## config.mk

```make
export PLATFORM = sky130hd
export DESIGN_NAME = pcc_front
export DESIGN_NICKNAME = d
export VERILOG_FILES = /design/src/rtl/pcc_pkg.sv /design/src/rtl/pcc_front.sv
export SDC_FILE = /design/constraint.sdc
export NUM_CORES = 1
export LEC_CHECK = 0
export BUFFER_PORTS_ARGS = -buffer_cell sky130_fd_sc_hd__buf_2
export CORE_ASPECT_RATIO = 1.5
export CORE_MARGIN = 2
export CORE_UTILIZATION = 43
export DETAILED_ROUTE_END_ITERATION = 10
export PLACE_DENSITY = 0.65
export SYNTH_ARGS = -nofsm -noshare
export SYNTH_HDL_FRONTEND = slang
export SYNTH_SLANG_ARGS = --single-unit
```

## constraint.sdc

```tcl
create_clock -name i_clk -period 15.15 [get_ports i_clk]
set_input_delay 1.515 -clock i_clk [delete_from_list [all_inputs] [get_ports i_clk]]
set_output_delay 1.515 -clock i_clk [all_outputs]
set_load 0.02 [all_outputs]
```

## src/rtl/pcc_pkg.sv

```systemverilog
`default_nettype none
// ----------------------------------------------------------------------------
// PID controller package
// Shared types, register indexes, mode codes and fixed-point helpers for the
// clamped Q16.16 PID controller.
// ----------------------------------------------------------------------------
package pcc_pkg;

    localparam int DataW   = 32;
    localparam int RegIdxW = 3;

    localparam logic [RegIdxW-1:0] REG_KP       = 3'd0;
    localparam logic [RegIdxW-1:0] REG_KI       = 3'd1;
    localparam logic [RegIdxW-1:0] REG_KD       = 3'd2;
    localparam logic [RegIdxW-1:0] REG_OUT_MIN  = 3'd3;
    localparam logic [RegIdxW-1:0] REG_OUT_MAX  = 3'd4;
    localparam logic [RegIdxW-1:0] REG_PERIOD   = 3'd5;
    localparam logic [RegIdxW-1:0] REG_ANGULAR  = 3'd6;
    localparam logic [RegIdxW-1:0] REG_INVERSE  = 3'd7;

    localparam logic [1:0] MODE_COMPUTE    = 2'd0;
    localparam logic [1:0] MODE_ACTIVATE   = 2'd1;
    localparam logic [1:0] MODE_DEACTIVATE = 2'd2;

    // One turn is 360 degrees in Q16.16, which is 45 times two to the 19.
    localparam logic signed [33:0] OneTurn  = 34'sd23592960;
    localparam logic signed [33:0] HalfTurn = 34'sd11796480;
    localparam int TurnLowBits = 19;
    localparam int TurnMod     = 45;
    localparam int ModOffset   = 8235;
    localparam int ModRecip    = 46604;
    localparam int ModShift    = 21;

    localparam logic signed [65:0] SatMax = 66'sd2147483647;
    localparam logic signed [65:0] SatMin = -66'sd2147483648;

    typedef enum logic {
        OP_SEED,
        OP_RUN
    } t_op;

    typedef struct packed {
        logic [1:0]               mode;
        logic signed [DataW-1:0]  measurement;
        logic signed [DataW-1:0]  setpoint;
        logic [DataW-1:0]         now_ms;
        logic signed [DataW-1:0]  prior_output;
    } t_in;

    typedef struct packed {
        logic signed [DataW-1:0]  drive;
        logic signed [DataW-1:0]  error_value;
    } t_out;

    typedef struct packed {
        logic signed [DataW-1:0]  kp;
        logic signed [DataW-1:0]  ki_scaled;
        logic signed [DataW-1:0]  kd_scaled;
        logic signed [DataW-1:0]  out_min;
        logic signed [DataW-1:0]  out_max;
        logic [DataW-1:0]         sample_period_ms;
        logic                     angular_mode;
        logic                     inverse_direction;
    } t_cfg;

    typedef struct packed {
        t_op                      op;
        logic signed [DataW-1:0]  err;
        logic signed [DataW-1:0]  dmeas;
        logic signed [DataW-1:0]  prior;
    } t_stage;

    function automatic logic signed [31:0] sat32(input logic signed [65:0] v);
        logic signed [31:0] r;
        if (v > SatMax) begin
            r = 32'sh7fffffff;
        end else if (v < SatMin) begin
            r = 32'sh80000000;
        end else begin
            r = v[31:0];
        end
        return r;
    endfunction

    function automatic logic signed [31:0] clamp_lim(input logic signed [65:0] v,
                                                     input logic signed [31:0] mn,
                                                     input logic signed [31:0] mx);
        logic signed [31:0] lo;
        logic signed [31:0] r;
        lo = (mn > mx) ? mx : mn;
        if (v > 66'(mx)) begin
            r = mx;
        end else if (v < 66'(lo)) begin
            r = lo;
        end else begin
            r = v[31:0];
        end
        return r;
    endfunction

    // Exact product, optional negation, floor shift by 16, saturation.
    function automatic logic signed [31:0] gmul(input logic signed [31:0] g,
                                                input logic signed [31:0] x,
                                                input logic               inv);
        logic signed [32:0] ge;
        logic signed [65:0] p;
        ge = inv ? -33'(g) : 33'(g);
        p  = 66'(ge) * 66'(x);
        return sat32(p >>> 16);
    endfunction

endpackage
`default_nettype wire

```

## src/rtl/pcc_front.sv

```systemverilog
`default_nettype none
// ----------------------------------------------------------------------------
// PID controller front stage
// Decodes the command, keeps the activity flag, last measurement and last
// time, forms the error and the measurement change, and loads the operand
// register for the gain stage.
// ----------------------------------------------------------------------------
module pcc_front (
    input  wire logic           i_clk,
    input  wire logic           i_rst_n,
    input  wire pcc_pkg::t_cfg  i_cfg,
    input  wire logic           i_accept,
    input  wire pcc_pkg::t_in   i_in,
    input  wire logic           i_advance,
    output pcc_pkg::t_stage     o_stage,
    output logic                o_stage_valid
);

    logic                 r_active;
    logic signed [31:0]   r_last_meas;
    logic [31:0]          r_last_time;
    pcc_pkg::t_stage      r_stage;
    logic                 r_stage_valid;

    logic                 n_active;
    logic signed [31:0]   n_last_meas;
    logic [31:0]          n_last_time;
    pcc_pkg::t_stage      n_stage;
    logic                 n_load;

    logic [31:0]          elapsed;
    logic                 period_done;
    logic signed [32:0]   diff;
    logic [13:0]          diff_hi;
    logic [18:0]          diff_lo;
    logic [14:0]          mod_x;
    logic [30:0]          mod_prod;
    logic [9:0]           mod_q;
    logic [14:0]          mod_qm;
    logic [14:0]          mod_r;
    logic signed [33:0]   resid;
    logic signed [31:0]   dmeas_wrap;
    logic signed [31:0]   dmeas;

    assign elapsed     = i_in.now_ms - r_last_time;
    assign period_done = (elapsed >= i_cfg.sample_period_ms);

    assign diff    = 33'(i_in.measurement) - 33'(r_last_meas);
    assign diff_hi = diff[32:pcc_pkg::TurnLowBits];
    assign diff_lo = diff[pcc_pkg::TurnLowBits-1:0];

    // The upper part is reduced modulo 45 with a reciprocal multiply; the
    // offset is a multiple of 45 that makes the value nonnegative.
    assign mod_x    = {diff_hi[13], diff_hi} + 15'(pcc_pkg::ModOffset);
    assign mod_prod = 31'(mod_x) * 31'(pcc_pkg::ModRecip);
    assign mod_q    = mod_prod[30:pcc_pkg::ModShift];
    assign mod_qm   = 15'(mod_q) * 15'(pcc_pkg::TurnMod);
    assign mod_r    = mod_x - mod_qm;
    assign resid    = 34'({mod_r[5:0], diff_lo});

    always_comb begin
        if (resid > pcc_pkg::HalfTurn) begin
            dmeas_wrap = 32'(resid - pcc_pkg::OneTurn);
        end else begin
            dmeas_wrap = resid[31:0];
        end
    end

    assign dmeas = i_cfg.angular_mode ? dmeas_wrap : pcc_pkg::sat32(66'(diff));

    always_comb begin
        n_active      = r_active;
        n_last_meas   = r_last_meas;
        n_last_time   = r_last_time;
        n_load        = 1'b0;
        n_stage.op    = pcc_pkg::OP_RUN;
        n_stage.err   = pcc_pkg::sat32(66'(i_in.setpoint) - 66'(i_in.measurement));
        n_stage.dmeas = dmeas;
        n_stage.prior = i_in.prior_output;
        if (i_accept) begin
            unique case (i_in.mode)
                pcc_pkg::MODE_ACTIVATE: begin
                    if (!r_active) begin
                        n_active    = 1'b1;
                        n_last_meas = i_in.measurement;
                        n_load      = 1'b1;
                        n_stage.op  = pcc_pkg::OP_SEED;
                    end
                end
                pcc_pkg::MODE_DEACTIVATE: begin
                    n_active = 1'b0;
                end
                pcc_pkg::MODE_COMPUTE: begin
                    if (r_active && period_done) begin
                        n_last_meas = i_in.measurement;
                        n_last_time = i_in.now_ms;
                        n_load      = 1'b1;
                    end
                end
                default: begin
                end
            endcase
        end
    end

    always_ff @(posedge i_clk) begin
        if (!i_rst_n) begin
            r_active      <= 1'b0;
            r_last_meas   <= '0;
            r_last_time   <= '0;
            r_stage_valid <= 1'b0;
        end else begin
            r_active    <= n_active;
            r_last_meas <= n_last_meas;
            r_last_time <= n_last_time;
            if (n_load) begin
                r_stage_valid <= 1'b1;
            end else if (i_advance) begin
                r_stage_valid <= 1'b0;
            end
        end
    end

    always_ff @(posedge i_clk) begin
        if (n_load) begin
            r_stage <= n_stage;
        end
    end

    assign o_stage       = r_stage;
    assign o_stage_valid = r_stage_valid;

endmodule
`default_nettype wire

```

After elaboration in Yosys (flattened, before gate mapping). Index checks and enable logic that the tools add are counted.

Add/subtract/negate cells: 6. Muxes and demuxes: 16. Bitwise logic cells: 0. Reductions and logical operators: 9. Order comparisons: 6. Eq/ne operators: 4. Shifts and indexed selects: 0. Divide/modulo/power cells: 0. Multiply operators: 2.

Operator list (number): two-way mux 32 bit (7); > comparator 33 x 32 -> 1 bit, second input constant (2); < comparator 33 x 32 -> 1 bit, second input constant (2); subtractor 32 x 32 -> 33 bit (2); case mux 32 bit (2 select lines) (1); greater-or-equal comparator 32 bit (1); subtractor 32 bit (1); multiplier 15 x 14 -> 29 bit, second input constant (1); subtractor 25 x 25 -> 26 bit, second input constant (1); > comparator 25 x 24 -> 1 bit, second input constant (1); adder 15 x 14 -> 15 bit, second input constant (1); multiplier 10 x 6 -> 6 bit, second input constant (1); two-way mux 1 bit (6); nonzero test 2 bit (3); subtractor 6 bit (1); != test 2 bit, second input constant (2); case mux 1 bit (2 select lines) (2); AND reduction 2 bit (2); AND reduction 4 bit (1); AND reduction 3 bit (1); == test 2 x 1 -> 1 bit, second input constant (1); == test 2 bit, second input constant (1); zero test 2 bit (1); logical AND 1 bit (1).

Latch bits: 0. ROM bits: 0. Bits in writable memories: 0. Memories: 0. Output and inout port bits: 98. Register bits: 163.

Depth between registers and ports, before layout. Gate-level depths: netlist of the first run.

Word-level depth: 8. Gate-level depth with buffers: 50. Depth with buffers taken out: 50.

Worst setup path before layout of the first run. OpenSTA, ideal clock, no wires.

Path type: input to register. Start: input port i_in[96] in the netlist's numbering. End: register r_stage, in the netlist o_stage[54] (data pin). Data required time: 14.886 ns. Stages: 45. Arrival: 12.073 ns. Slack: 2.812 ns. Cell sequence: inv_1 ha_1 inv_1 fa_1 a211oi_2 o211ai_2 nand4_1 nand3_1 a221o_1 a31oi_4 inv_1 ha_1 inv_1 a21o_1 a21oi_1 xnor2_1 xnor2_1 fa_1 [9 not listed] o2111ai_1 a21oi_1 xnor2_1 ha_1 ha_1 fa_1 ha_1 inv_1 ha_1 xnor2_1 nand3_1 nor4_1 and4_1 and4_1 a41oi_2 nor3_1 o311a_1 nor3b_2.

Cells in the longest elaborated chain, start to end: 8.

RTL lines: start, declared (line pcc_front.sv:13) `input wire pcc_pkg::t_in i_in,`; subtractor 32 x 32 -> 33 bit * (line pcc_front.sv:48) `assign diff = 33'(i_in.measurement) - 33'(r_last_meas);`; adder 15 x 14 -> 15 bit (line pcc_front.sv:54) `assign mod_x = {diff_hi[13], diff_hi} + 15'(pcc_pkg::ModOffset);`; multiplier 15 x 14 -> 29 bit (line pcc_front.sv:55) `assign mod_prod = 31'(mod_x) * 31'(pcc_pkg::ModRecip);`; multiplier 10 x 6 -> 6 bit (line pcc_front.sv:57) `assign mod_qm = 15'(mod_q) * 15'(pcc_pkg::TurnMod);`; subtractor 6 bit (line pcc_front.sv:58) `assign mod_r = mod_x - mod_qm;`; subtractor 25 x 25 -> 26 bit or > comparator 25 x 24 -> 1 bit (tied branches) (line pcc_front.sv:63, pcc_front.sv:62); two-way mux 32 bit (line pcc_front.sv:62) `if (resid > pcc_pkg::HalfTurn) begin`; two-way mux 32 bit * (line pcc_front.sv:69) `assign dmeas = i_cfg.angular_mode ? dmeas_wrap : pcc_pkg::sat32(66'(diff));`; via dmeas[22] (line pcc_front.sv:43) `logic signed [31:0] dmeas;`; end signal, assigned (line pcc_front.sv:126) `r_stage <= n_stage;`; end, declared (line pcc_front.sv:22) `pcc_pkg::t_stage r_stage;`.

The timed path passes the listed nets; every way through them passes the cells marked *. A chain may end at the register's enable or synchronous reset.

Final worst setup path of the first run.
Start: input port i_in[96] in the netlist's numbering. End: register r_stage, in the netlist o_stage[51] (data pin).

Same word-level chain as after synthesis.

==> results by group, run 1 <==
Setup path
  – CP Launch Type: input pin
  – R2r startpoint: r_last_meas[0]
  – R2R depth: 44
  – WS Path Type: in2reg
  – CP max stage delay: 0.55 ns
  – Worst endpoint required time: between 15 and 20 ns
  – Slowest-stage cell, CP: fa_1
  – R2R Path End: o_stage[51]
  – Critical Path Most Common Cell: ha_1
  – CP arrival: approximately 14 ns
  – Crit path max fanout: 7
  – Worst setup EP type: flip-flop
  – R2r setup slk: ~2.6 ns

Timing
  – # setup viols final: 0
  – WHS: 0.475 ns
  – Fin. max-slew vios: 0
  – Clk_skew: 0.0218 ns
  – Worst slew pin tran: 1.16 ns
  – Max Freq: 74.3 MHz
  – Final min period: 13.46 ns
  – Relative slew margins: between 20 and 25%
  – Hold Vio Cnt, Final: 0
  – Setup TNS: 0 ns
  – RSZ-0062 raised after global routing: no
  – Fin crit share: 88.9%

Yosys
  – Mapped Area: 15,800 µm²
  – FFs w/ async S/R, synth: 0%
  – Primary FF master, synth: edfxtp_1
  – Synthesis Warnings: 0
  – EDFF count, synth: 97
  – Cell variety after synth: 85
  – Avg Synthesized Cell Area: 8.92 µm²
  – Number of synthesized register bits: between 150 and 200
  – Synthesized instance count: 1,774
  – Syn nets: 2,382
  – Register area share after synthesis: 26.8%

GRT
  – Overflow after GRT: 0
  – Initial antenna violation count: 10
  – Gr usage total: 21.2%
  – Number of global-route vias before repair: 13,478
  – First-pass GRT wire length: 65,900 µm
  – Largest net degree at the start of global routing: 78

Routing
  – Detailed Route WL: 40,800 µm
  – Post-DRT Antenna Nets: 0
  – Via-to-Cell Ratio: 5.40
  – Initial DRC count: a little over 900
  – Via count: between 10,000 and 15,000
  – DR pass1 iterations: 5
  – Remaining DRCs: 0
  – Wirelength per Cell: ~16 µm

Layout
  – Filler cells: 3,448
  – Final instance area: around 18,000 µm²
  – Area Overhead vs Synth: 15.4%
  – Final #Nets: 2,622
  – Final core occ: between 50% and 60%
  – Share of cells above drive strength 1: 17.6%

CTS
  – Clk_lat worst skew: roughly 0.46 ns
  – Cts hold-fix bufs: 0
  – CTS max path bufs: 2
  – Clock Sink Count: 163
  – CTS buffer count: 17
  – Postcts setup bufs: 0
  – CTS tree: yes
  – Root Driver: clkbuf_16
  – CTS clk-pin slew, worst paths: about 0.07 ns
  – H-tree depth: 4
  – Post-CTS sizing: 0

Job
  – Max_cap viols: 0

Floorplan
  – Io pins: 426
  – Core Region: 36,500 µm²
  – Height of the die: roughly 240 µm
  – Die W: about 160 µm
  – Die ar.: 38,400 µm²
  – Starting density of the core: between 40% and 50%
  – # rows: 86

Placed design
  – Post-DP Area: 17,700 µm²
  – Port bufs: ~260
  – Post-DP HPWL: 32,800 µm
  – Routability cong.: 0.918

Worst hold path
  – Worst hold path depth: 2
  – Hold Crit Class: reg2reg
  – Worst Hold End: r_last_time[29]
  – Worst hold start: r_last_time[29]

Status
  – Run status: completed
==> flip-flops by register name, indices dropped and copies added, names as in the netlist <==
name           count
o_stage           97
o_stage_valid      1
r_active           1
r_last_meas       32
r_last_time       32
==> final cells by class <==
class / count / area (µm²) / area share (%)
Multi-Input combinational cell: 1302 / 10500 / 57.2
Sequential cell: 163 / 4230 / 23.2
Timing Repair Buffer: 276 / 1410 / 7.73
Inverter: 254 / 953 / 5.22
Tap cell: 484 / 606 / 3.32
Clock buffer: 18 / 439 / 2.40
Clock inverter: 14 / 154 / 0.843
Antenna cell: 6 / 15.0 / 0.0822
==> how the worst max path moves through the flow <==
stage / from / end / slack [ns] / cells past startpoint
floorplan: i_in[96] / o_stage[54] / 2.81 / 45
global placement: i_in[96] / o_stage[54] / 1.22 / 46
detailed placement: i_in[96] / o_stage[54] / 1.18 / 46
CTS: i_in[96] / o_stage[51] / 1.62 / 46
global route: i_in[96] / o_stage[52] / 0.84 / 49
finish: i_in[96] / o_stage[51] / 1.69 / 46
==> kinds of logic after synthesis <==
kind of cell               share of synthesized area (%)
muxes                                              0.388
DFF                                                 26.8
AOI/OAI and AO/OA                                   19.7
adders and majority gates                           26.5
buffers and inverters                               7.38
xor gates and xnor gates                            7.26
and+or+nand+nor                                     12.0
==> layer usage <==
layer	global-route usage, %	routed length [µm]	share of wire [%]	up-vias
li1	-	-	-	6753
met1	25.7	17400	43	6406
met2	37.6	20200	49	369
met3	3.76	2140	5.2	62
met4	7.45	1040	2.6	8
met5	0	49	0.12	-
==> Yosys cell counts, types with 4 or more instances <==
library cell  instances  area share (%)
nor2_1               68             1.6
a211oi_1             11            0.52
clkbuf_1             43             1.0
a31oi_1              13            0.51
or3_1                 7            0.28
a21o_1               68             3.2
nand2_1              64             1.5
ha_1                229              18
buf_1                 6            0.14
o21ai_0             135             4.3
o21ai_1               4            0.13
a221oi_1              6            0.33
a31o_2                4            0.22
maj3_1               31             2.0
nand4_1              18            0.71
buf_2                 6            0.19
xnor2_1              85             4.7
inv_1               253             6.0
or2_2                 8            0.32
edfxtp_1             97              18
nor2b_1              19            0.75
xor2_1               39             2.2
mux2i_1               5            0.32
a21oi_1             151             4.8
o31ai_1               7            0.33
nand2b_1             18            0.71
dfxtp_1              66             8.4
o211ai_1              7            0.33
and3_1                9            0.36
nor4_1                4            0.16
a21boi_0              9            0.43
and2_1               12            0.47
fa_1                 51             6.5
o2111ai_1             5            0.28
o211a_1               4            0.25
o21bai_1              9            0.43
nand3_1              94             3.0
and4_1                5            0.28
nor3_1               20            0.63
o21a_1               13            0.62
==> placed cells by master (no fill, tap or decap), types with 8 or more instances in the layout <==
cell type and instances:
nand2b_1 18, a211oi_1 11, edfxtp_1 97, nor3_1 20, nand3_1 94, buf_2 264
maj3_1 31, nor2b_1 19, and3_1 9, a21boi_0 9, and2_1 12, clkbuf_16 17
o21a_1 13, or2_2 8, nand4_1 18, a31oi_1 13, fa_1 51, ha_1 229
xnor2_1 84, dfxtp_1 66, inv_1 252, o21ai_0 135, a21oi_1 151, o21bai_1 9
a21o_1 68, buf_4 12, nor2_1 67, nand2_1 63, xor2_1 39
==> critical path: cells and delay by family <==
family / cells / cell delay (ns)
xor+xnor: 3 / 1.12
fa+ha+maj: 15 / 5.56
simple gates: 7 / 1.75
compound gates: 13 / 3.20
buf+inv: 8 / 0.57
==> per-stage QoR <==
step                instances  worst slack, ns
detailed placement       2479             1.18
floorplan                1774             2.81
global placement         2479             1.22
CTS                      2511             1.62
global route             2512            0.843
finish                   2517             1.69
Power of run 1 is left out: the tool's default activity adds up to more than one toggle a clock period on the data nets, which glitch-free logic cannot reach.
==> run 2, diff against run 1 <==
- REMOVE_ABC_BUFFERS: unset -> 1
==> run 2 against run 1 <==
  * Worst hold slack about the same
  * Sequential share of layout area about the same
  * Die area unchanged
  * Clock-buffer cell count increased by 1
  * Register-to-register slack got worse by 0.35 ns
  * Non-clock buffer count unchanged
  * First-iteration DRC count decreased by 35%
  * Via count increased by 0.53%
  * Critical path type unchanged
  * Cell count increased by 0.20%
  * Sequential cell count unchanged
  * Clock skew decreased by 0.010 ns
==> results by group, run 2 (same netlist as run 1, synthesis figures left out) <==
GRT
  – Largest net degree at the start of global routing: 67 (-14%)
  – Number of global-route vias before repair: 13,780 (+2.2%)
  – First-pass GRT wire length: 67,200 µm (+2.0%)
  – Gr usage total: 21.8% (+0.62 points)
  – Overflow after GRT: 0 (unchanged)
  – Initial antenna violation count: 21 (+11)

Routing
  – DR pass1 iterations: 7 (+2)
  – Via-to-Cell Ratio: 5.42 (+0.33%)
  – Initial DRC count: 602 (-35%)
  – Wirelength per Cell: 16.6 µm (+2.4%)
  – Via count: 13,670 (+0.53%)
  – Post-DRT Antenna Nets: 0 (unchanged)
  – Remaining DRCs: 0 (unchanged)
  – Detailed Route WL: 41,900 µm (+2.6%)

CTS
  – Clk_lat worst skew: 0.44 ns (-0.02 ns)
  – H-tree depth: 4 (unchanged)
  – CTS max path bufs: 2 (unchanged)
  – Cts hold-fix bufs: 0 (unchanged)
  – CTS clk-pin slew, worst paths: 0.07 ns (about the same)
  – Clock Sink Count: 163 (unchanged)
  – Postcts setup bufs: 0 (unchanged)
  – Post-CTS sizing: 0 (unchanged)
  – CTS buffer count: 17 (unchanged)
  – CTS tree: yes
  – Root Driver: clkbuf_16

Placed design
  – Post-DP HPWL: 33,600 µm (+2.6%)
  – Placed cell count: 2,479 (unchanged)
  – Port bufs: 264 (unchanged)
  – Routability cong.: 0.918 (about the same)

Floorplan
  – Height of the die: 239 µm (unchanged)
  – # rows: 86 (unchanged)
  – Die W: 161 µm (unchanged)
  – Core Region: 36,500 µm² (unchanged)
  – Die ar.: 38,400 µm² (unchanged)
  – Starting density of the core: 43.4% (unchanged)
  – Io pins: 426 (unchanged)

Worst hold path
  – Hold Crit Class: reg2reg

Layout
  – Most frequent cells in the layout: buf_2 (264), inv_1 (252), ha_1 (229), a21oi_1 (151), o21ai_0 (135)
  – Register area: 4230 µm² (unchanged)
  – Post-Layout Cell Count: 2,522 (+0.20%)
  – Commonest non-fill, non-tap cell in the layout: buf_2
  – Final #Nets: 2,622 (unchanged)
  – Share of cells above drive strength 1: 17.4% (-0.20 points)
  – Multi-input logic area: 10,500 µm² (unchanged)
  – Final core occ: 50.2% (+0.10 points)
  – Filler cells: 3,442 (-0.17%)
  – Area Overhead vs Synth: 15.7%
  – Max FFs per register: 97 (unchanged)

Setup path
  – WS Path Type: in2reg
  – CP Launch Type: input pin
  – CP arrival: 14.04 ns (+0.31 ns)
  – Worst setup EP type: flip-flop
  – CP max stage delay: 0.55 ns (about the same)
  – Crit path max fanout: 7 (unchanged)
  – Slowest-stage cell, CP: fa_1
  – Worst endpoint required time: 15.38 ns (-0.04 ns)
  – Crit path buf inv count: 8 (unchanged)
  – Crit path max-delay family: adder cells
  – Critical Path Most Common Cell: ha_1

Timing
  – Setup TNS: 0 ns (unchanged)
  – Max Freq: 72.4 MHz (-2.5%)
  – Clk_skew: 0.0117 ns (-0.0101 ns)
  – Relative slew margins: 18.0% (-4.6 points)
  – RSZ-0062 raised after global routing: no
  – Fin. max-slew vios: 0 (unchanged)
  – Fin crit share: 91.1% (+2.3 points)
  – # setup viols final: 0 (unchanged)
  – Hold Vio Cnt, Final: 0 (unchanged)
  – Final min period: 13.80 ns (+0.342 ns)
  – Worst slew pin tran: 1.23 ns (+0.0692 ns)

Job
  – Max_cap viols: 0 (unchanged)

Status
  – Run status: completed
[run 2: cell count changes in the layout (fill, tap and decap cells not counted), sizes merged]
cell      previous run  this run
bufinv               0         4
inv                263       255
clkinvlp             1         2
clkbuf              18        19
diode                6        11
clkinv               4         6
[run 2: layout make-up]
class	count	area share, %
Clock inverter	13	1.01
Sequential cell	163	23.1
Inverter	254	5.21
Timing Repair Buffer	276	7.71
Tap cell	484	3.31
Clock buffer	19	2.37
Antenna cell	11	0.150
Multi-Input combinational cell	1302	57.1
[run 2: worst min-delay path, cell delays in order (launching register included)]
cell,delay (ns)
dfxtp_1,0.31
o21ai_0,0.06
a21oi_1,0.06
[run 2: through the flow]
| step | cell area, µm² | hold WS (ns) | setup slack, ns |
|---|---|---|---|
| after floorplan | 15600 | 0.454 | 2.81 |
| after global placement | 17700 | 0.460 | 1.21 |
| after detailed placement | 17700 | 0.466 | 1.07 |
| after CTS | 18300 | 0.475 | 1.46 |
| after global routing | 18300 | 0.493 | 0.760 |
| final | 18300 | 0.475 | 1.35 |
[run 2: path summary, 6_finish.rpt]
| kind | depth (start not counted) | to | slack (ns) | from |
|---|---|---|---|---|
| worst max-delay path | 46 | o_stage[52] | 1.35 | i_in[96] |
| worst min-delay path | 2 | r_last_time[9] | 0.48 | r_last_time[9] |
| worst min register to register | 2 | r_last_time[9] | 0.48 | r_last_time[9] |
| worst max register to register | 44 | o_stage[52] | 2.25 | r_last_meas[0] |
[run 2: layer usage]
layer,part of all wire (%),global-route usage (%)
met5,0.32,0
met4,3.5,9.01
met3,7.3,6.30
met2,50,39.8
met1,39,23.5
Power of run 2 is left out for the same reason.
